**src/rtl/core/gpj_pkg.sv**
```systemverilog
// Package for the 3D Gaussian profile and Jacobian block: widths, register
// indexes, the exponential table and shared rounding helpers. No dependencies.
package gpj_pkg;

    // Coordinate and coefficient formats
    localparam int CW       = 16;            // coordinate bits, unsigned Q.4
    localparam int DW       = CW + 1;        // signed offset from centre
    localparam int KW       = 20;            // Q4.16 matrix coefficient
    localparam int PW       = 2 * DW;        // offset product d_i*d_j
    localparam int GW       = KW + DW + 2;   // gradient (D d)_i, Q.20
    localparam int PROD_W   = KW + 1 + PW;   // coefficient times product
    localparam int TERM_W   = 61;            // clamped quadratic term
    localparam int QW       = TERM_W + 3;    // sum of six terms
    localparam int CENTRE_W = 48;
    localparam int COEF_W   = 60;

    // Exponential table
    localparam int EXP_TABLE_DEPTH = 256;
    localparam int IDX_W    = $clog2(EXP_TABLE_DEPTH);
    localparam int POS_FRAC = 29;
    localparam int FRAC_W   = POS_FRAC - IDX_W;
    localparam int ROM_W    = 31;
    localparam int EW       = 17;            // e in Q1.16
    localparam longint unsigned EXP_STEP = (64'd16 << 30) / EXP_TABLE_DEPTH;

    // Jacobian products
    localparam int AW       = 32 + EW;       // |A*e|, Q.24
    localparam int BW       = (GW > PW) ? GW : PW;
    localparam int MW       = AW + BW;
    localparam int OW       = 48;
    localparam int NLANE    = 9;

    // Rounding shift of each Jacobian lane: three centre terms, then the
    // matrix terms in output order xx, xy, xz, yy, yz, zz
    localparam int LANE_SHIFT [NLANE] = '{28, 28, 28, 17, 16, 16, 17, 16, 17};

    // Configuration register indexes (byte address 8*index)
    localparam int ADDR_W = 6;
    typedef enum logic [2:0] {
        REG_BACKGROUND = 3'd0,
        REG_AMPLITUDE  = 3'd1,
        REG_CENTRE     = 3'd2,
        REG_DIAG       = 3'd3,
        REG_OFFDIAG    = 3'd4
    } t_reg_idx;

    typedef logic [ROM_W-1:0] t_exp_rom [0:EXP_TABLE_DEPTH];

    // Restoring quotient a/d by shift and subtract, for the table build
    function automatic longint unsigned shift_sub_div(
        input longint unsigned a,
        input longint unsigned d
    );
        longint unsigned quo;
        longint unsigned rem;
        quo = '0;
        rem = '0;
        for (int b = 63; b >= 0; b--) begin
            rem = {rem[62:0], a[b]};
            if (rem >= d) begin
                rem    = rem - d;
                quo[b] = 1'b1;
            end
        end
        return quo;
    endfunction

    // Build exp(-k*h) samples in Q.30, h = 16/depth
    function automatic t_exp_rom build_exp_rom();
        t_exp_rom    rom;
        longint unsigned h;
        longint unsigned term;
        longint      sum;
        longint unsigned r;
        logic        done;
        h    = EXP_STEP;
        term = 64'd1 << 30;
        sum  = longint'(term);
        done = 1'b0;
        for (int n = 1; n < 64; n++) begin
            if (!done) begin
                term = shift_sub_div((term * h) >> 30, 64'(n));
                if (term == 0) begin
                    done = 1'b1;
                end else if (n % 2 == 1) begin
                    sum = sum - longint'(term);
                end else begin
                    sum = sum + longint'(term);
                end
            end
        end
        r = longint'(sum);
        rom[0] = ROM_W'(64'd1 << 30);
        for (int k = 1; k <= EXP_TABLE_DEPTH; k++) begin
            rom[k] = ROM_W'((64'(rom[k-1]) * r + (64'd1 << 29)) >> 30);
        end
        return rom;
    endfunction

    localparam t_exp_rom EXP_ROM = build_exp_rom();

    // Clamp a quadratic term to +-(2^59-1)
    function automatic logic signed [TERM_W-1:0] sat_term(
        input logic signed [PROD_W-1:0] v
    );
        localparam logic signed [PROD_W+59:0] TLIM = {{(PROD_W+1){1'b0}}, {59{1'b1}}};
        logic signed [PROD_W+59:0] vx;
        logic signed [TERM_W-1:0]  res;
        vx = {{60{v[PROD_W-1]}}, v};
        if (vx > TLIM) begin
            res = TLIM[TERM_W-1:0];
        end else if (vx < -TLIM) begin
            res = -TLIM[TERM_W-1:0];
        end else begin
            res = vx[TERM_W-1:0];
        end
        return res;
    endfunction

    // Round magnitude / 2^s half away from zero, apply sign, saturate to 48 bits
    function automatic logic [OW-1:0] round_sat(
        input logic [MW-1:0] m,
        input logic          neg,
        input int            s
    );
        logic [MW:0]   rnd;
        logic [MW:0]   r;
        logic [MW:0]   cap;
        logic [OW-1:0] mag;
        rnd = {1'b0, m} + ((MW+1)'(1) << (s - 1));
        r   = rnd >> s;
        cap = ((MW+1)'(1) << (OW - 1)) - (MW+1)'(!neg);
        if (r > cap) begin
            r = cap;
        end
        mag = r[OW-1:0];
        return neg ? (~mag + OW'(1)) : mag;
    endfunction

endpackage

```
**src/rtl/core/gpj_wmul.sv**
```systemverilog
// Two-stage unsigned multiplier for |A*e| times a gradient or product magnitude.
// Depends on gpj_pkg for operand widths.
module gpj_wmul (
    input  logic                   i_clk,
    input  logic                   i_en,
    input  logic [gpj_pkg::AW-1:0] i_a,
    input  logic [gpj_pkg::BW-1:0] i_b,
    output logic [gpj_pkg::MW-1:0] o_m
);
    import gpj_pkg::*;

    localparam int ALO = (AW + 1) / 2;
    localparam int AHI = AW - ALO;
    localparam int BLO = (BW + 1) / 2;
    localparam int BHI = BW - BLO;

    logic [ALO+BLO-1:0] r_p00;
    logic [ALO+BHI-1:0] r_p01;
    logic [AHI+BLO-1:0] r_p10;
    logic [AHI+BHI-1:0] r_p11;
    logic [MW-1:0]      r_m;

    // Stage 1: four partial products; stage 2: align and add
    always_ff @(posedge i_clk) begin
        if (i_en) begin
            r_p00 <= i_a[ALO-1:0] * i_b[BLO-1:0];
            r_p01 <= i_a[ALO-1:0] * i_b[BW-1:BLO];
            r_p10 <= i_a[AW-1:ALO] * i_b[BLO-1:0];
            r_p11 <= i_a[AW-1:ALO] * i_b[BW-1:BLO];
            r_m   <= MW'(r_p00) + (MW'(r_p01) << BLO) + (MW'(r_p10) << ALO)
                   + (MW'(r_p11) << (ALO + BLO));
        end
    end

    assign o_m = r_m;

endmodule

```
**config.mk**
```make
export PLATFORM = sky130hd
export DESIGN_NAME = gpj_wmul
export DESIGN_NICKNAME = d
export VERILOG_FILES = /design/src/rtl/core/gpj_pkg.sv /design/src/rtl/core/gpj_wmul.sv
export SDC_FILE = /design/constraint.sdc
export NUM_CORES = 2
export LEC_CHECK = 0
export BUFFER_PORTS_ARGS = -buffer_cell sky130_fd_sc_hd__buf_2
export CAP_MARGIN = 40
export CELL_PAD_IN_SITES_DETAIL_PLACEMENT = 1
export CELL_PAD_IN_SITES_GLOBAL_PLACEMENT = 1
export CORE_MARGIN = 4
export CORE_UTILIZATION = 55
export CTS_CLUSTER_DIAMETER = 80
export DETAILED_ROUTE_END_ITERATION = 6
export GPL_TIMING_DRIVEN = 0
export PLACE_DENSITY_LB_ADDON = 0.1
export RECOVER_POWER = 100
export SLEW_MARGIN = 15
export SYNTH_ARGS = -nofsm -noshare
export SYNTH_HDL_FRONTEND = slang
export SYNTH_SLANG_ARGS = --single-unit
export TNS_END_PERCENT = 100
```
**constraint.sdc**
```tcl
create_clock -name i_clk -period 12.4 [get_ports i_clk]
set_clock_uncertainty 0.2 [all_clocks]
set_input_delay 1.86 -clock i_clk [delete_from_list [all_inputs] [get_ports i_clk]]
set_output_delay 1.86 -clock i_clk [all_outputs]
set_load 0.005 [all_outputs]
```
After elaboration in Yosys (flattened, before gate mapping)
Cells that the tools add are included.
{"block": "word_totals", "reg_bits": 264, "latchBits": 0, "ramBits": 0, "romBits": 0, "input_bits": 90, "out_inout_bits": 88, "elab_cells": 12, "mem_count": 0}
{"block": "op_classes", "add_sub_neg": 3, "n_mul": 4, "div": 0, "magnitude_cmp": 0, "eq_ne": 0, "shifts": 0, "n_mux": 0, "bitwise": 0, "n_reduce_logical": 0}
{"op": "adder 70 x 88 -> 88 bit", "n": 1}
{"op": "adder 65 x 69 -> 70 bit", "n": 1}
{"op": "adder 45 x 64 -> 65 bit", "n": 1}
{"op": "multiplier 25 x 20 -> 45 bit", "n": 1}
{"op": "multiplier 24 x 20 -> 44 bit", "n": 1}
{"op": "multiplier 25 x 19 -> 44 bit", "n": 1}
{"op": "multiplier 24 x 19 -> 43 bit", "n": 1}

Longest topological paths before layout
{"block": "logic_depth", "word_depth": 3, "depth_mapped": 28, "depth_no_buf": 26}

Worst setup path after synthesis
Ideal clock, no wire load.
{"block": "synth_path", "path_type": "input to register", "startpoint": "input i_a[19] (netlist bit)", "endpoint": "register r_p00[43], data pin", "setup_ns": 0.167, "t_arrival_ns": 8.217, "required_ns": 12.033, "slack_ns": 3.816, "cell_stages": 27, "path_buffers": 3, "path_cell_list": "clkbuf_1 > clkbuf_1 > nand2_1 > fa_1 > inv_1 > fa_1 > inv_1 > fa_1 > inv_1 > fa_1 > fa_1 > fa_1 > inv_1 > fa_1 > inv_1 > ha_1 > clkbuf_1 > nand4_1 > nor2_1 > nand3_1 > a31oi_1 > nor3_1 > o21ai_0 > nand3_1 > a21boi_0 > nor4_1 > a211oi_1"}
{"block": "synth_between", "elab_chain_len": 1}
{"item": "start, declared", "line": "gpj_wmul.sv:6", "text": "input logic [gpj_pkg::AW-1:0] i_a,"}
{"item": "multiplier 25 x 20 -> 45 bit", "line": "gpj_wmul.sv:26", "text": "r_p00 <= i_a[ALO-1:0] * i_b[BLO-1:0];"}
{"item": "end signal, assigned", "line": "gpj_wmul.sv:26"}
{"item": "end, declared", "line": "gpj_wmul.sv:17", "text": "logic [ALO+BLO-1:0] r_p00;"}
Every way passes these cells.
A chain may end at the register's enable or synchronous reset.

Worst setup path in the final report
{"block": "layout_path", "startpoint": "input i_a[13] (netlist bit)", "endpoint": "register r_p01[40], data pin"}
{"block": "layout_between", "elab_chain_len": 1}
{"item": "multiplier 25 x 19 -> 44 bit", "line": "gpj_wmul.sv:27", "text": "r_p01 <= i_a[ALO-1:0] * i_b[BW-1:BLO];"}
{"item": "end signal, assigned", "line": "gpj_wmul.sv:27"}
{"item": "end, declared", "line": "gpj_wmul.sv:18", "text": "logic [ALO+BHI-1:0] r_p01;"}
Every way passes these cells.

==> flow_metrics.env <==
export IMPL_status="finished, violations left"
export IMPL_violations="capacitance limit, slew limit"
export IMPL_cp_end_kind="flop"
export IMPL_path_cells="clkbuf_1, clkbuf_1, clkbuf_1, clkbuf_1, nand2_1, fa_1, inv_1, fa_1, inv_1, fa_1, fa_1, fa_1, inv_1, fa_1, ha_1, nand2_1, or3_1, o22ai_1, o21ai_0, o21ai_0, a21oi_1, o21ai_0, a41oi_1, xnor2_1"
export IMPL_start_util_pct=55.7
export IMPL_postSynth_asyncResetShare_pct=0
export IMPL_post_cts_buffers=0
export IMPL_cts_buffer_depth=3
export IMPL_first_global_vias=66400
export IMPL_cts_buffers=35
export IMPL_clock_latency_ns=0.62
export IMPL_overflow=0
export IMPL_dpl_hpwl_um=254000
export IMPL_cts_sinks=264
export IMPL_die_area_um2=140000
export IMPL_r2r_cells=14
export IMPL_cpPeakStageDelay_ns=0.74
export IMPL_wl_um=297000
export IMPL_gp_congestion=1.03
export IMPL_drive_gt1_share_pct=3.46
export IMPL_syn_area_um2=73600
export IMPL_syn_inst=7949
export IMPL_grt_use_total_pct=42.8
export IMPL_grt_pass1_wl_um=435000
export IMPL_final_common_cell="inv_1"
export IMPL_tns_ns=0
export IMPL_cts_tree="done"
export IMPL_cts_hold_buf=0
export IMPL_path_class="input pin to flop"
export IMPL_crit_slowest_cell="o21ai_0"
export IMPL_r2r_setup_slack_ns=5.79
export IMPL_route_detailed_drc=0
export IMPL_syn_to_final_growth_pct=7.94
export IMPL_critical_path_top_delay_family="adder cells"
export IMPL_cts_htree_levels=2
export IMPL_instances_no_fill=10100
export IMPL_rows=133
export IMPL_max_slew_worst_pin_slew_ns=6.01
export IMPL_yosys_cell_types_count=68
export IMPL_dp_cells=9950
export IMPL_slew_violations=293
export IMPL_port_buffers=89
export IMPL_cp_arrival_ns=11.67
export IMPL_die_h_um=374
export IMPL_startpoint_type="input pin"
export IMPL_worst_path_buf_inv=7
export IMPL_cts_resized=0
export IMPL_drv_cap=5
export IMPL_yosysSeqAreaShare_pct=10.8
export IMPL_finalCritPeriodShare_pct=93.3
export IMPL_fin_crit_ns=11.57
export IMPL_ant_nets=0
export IMPL_yosysWarnings=0
export IMPL_fillerInstances=15400
export IMPL_synth_seq_cells=264
export IMPL_vias_per_cell=5.95
export IMPL_whs_ns=0.212
export IMPL_layout_common_cells="inv_1, fa_1, nand2_1"
export IMPL_synth_edf_count=264
export IMPL_nets=10600
export IMPL_max_freq_mhz=86.4
export IMPL_clkTransAtPathRegs_ns=0.06
export IMPL_die_w_um=374
export IMPL_hold_violations=0
export IMPL_hold_path_class="flop to flop"
export IMPL_crit_required_ns=12.50
export IMPL_root_buffer="clkbuf_16"
export IMPL_yosys_most_used_dff="edfxtp_1"
export IMPL_cp_num_cells=24
export IMPL_drtIter0Drc=5998
export IMPL_core_um2=132000
export IMPL_finalSetupViolations=0
export IMPL_hold_depth=0
export IMPL_grt_antenna_before_repair=58
export IMPL_crit_fanout=9
export IMPL_ioPinCount=178
export IMPL_synth_net_count=10300
export IMPL_vias=60100
export IMPL_rsz0062_at_grt="no"
export IMPL_first_pass_iters=6
export IMPL_crit_path_frequent_cell="fa_1"
export IMPL_syn_area_per_cell_um2=9.26
export IMPL_max_slew_margin_pct=-301
export IMPL_wl_per_cell_um=29.4
export IMPL_grt_max_degree=118
==> through the flow <==
stage | util [%] | worst slack (ns) | instance area [µm²]
floorplan | - | 3.82 | 73600
global placement | 57.7 | 1.03 | 76300
detailed placement | 59.2 | 1.10 | 78300
CTS | 60.0 | 1.73 | 79300
global route | 60.0 | 0.833 | 79400
finish | 60.1 | 0.830 | 79500
==> layer usage <==
metal  up-vias  share of wire (%)  GRT usage, %
met3       925                 13          14.0
li1      24300                  -             -
met4        24                8.0          27.4
met1     31200                 35          52.8
met2      3556                 44          64.8
met5         -               0.12             0
==> cell type report <==
type	instances	area, µm²	area share [%]
Antenna cell	45	113	0.142
Buffer	454	1730	2.17
Clock buffer	42	902	1.13
Clock inverter	19	183	0.230
Inverter	1804	6770	8.52
Multi-Input combinational cell	5427	57200	71.9
Sequential cell	264	7930	9.97
Tap cell	1755	2200	2.76
Timing Repair Buffer	282	2490	3.14
==> cell families after synthesis <==
| group | share of synthesized area (%) |
|---|---|
| adders and majority gates | 54.3 |
| xor gates and xnor gates | 2.74 |
| AOI/OAI and AO/OA | 5.87 |
| DFF | 10.8 |
| and+or+nand+nor | 14.9 |
| buffers and inverters | 11.5 |
==> registers in the layout (all words and copies together), names as in the netlist <==
signal,count
o_m,88
r_p01,44
r_p00,45
r_p10,44
r_p11,43
==> cell usage after synthesis, types with 4 or more instances <==
cell type	count	area (µm²)
o21a_1	25	188
and2_1	739	4620
nand3_1	39	195
ha_1	625	7820
or3_1	6	37.5
and3_1	21	131
o21bai_1	30	225
o21ai_1	11	55.1
edfxtp_1	264	7930
a31o_2	7	61.3
nor4_1	5	31.3
and4_1	6	52.6
a31oi_1	29	181
a21boi_0	4	30.0
a211oi_1	18	135
o2111ai_1	4	35.0
a311oi_1	5	43.8
o211ai_1	10	75.1
xor2_1	67	587
o21ai_0	102	510
a21oi_1	198	991
a21o_1	150	1130
a221oi_1	6	52.6
o31ai_1	6	45.0
a41oi_1	8	70.1
clkbuf_1	448	1680
nand2b_1	16	100
nand2_1	1293	4850
o31a_1	5	43.8
nor2_1	88	330
or2_2	4	25.0
nor2b_1	24	150
nand4_1	39	244
o221ai_1	4	35.0
xnor2_1	163	1430
a221o_1	5	50.1
nor3_1	17	85.1
fa_1	1605	32100
inv_1	1804	6770
a21oi_2	4	35.0
==> worst paths after layout <==
| check | endpoint | startpoint |
|---|---|---|
| max | r_p01[40] | i_a[13] |
| min reg2reg | o_m[5] | r_p00[5] |
| max reg2reg | o_m[82] | r_p00[31] |
| min | o_m[5] | r_p00[5] |
Power is left out: the tool's default activity adds up to more than one toggle a clock period on the data nets, which glitch-free logic cannot reach.
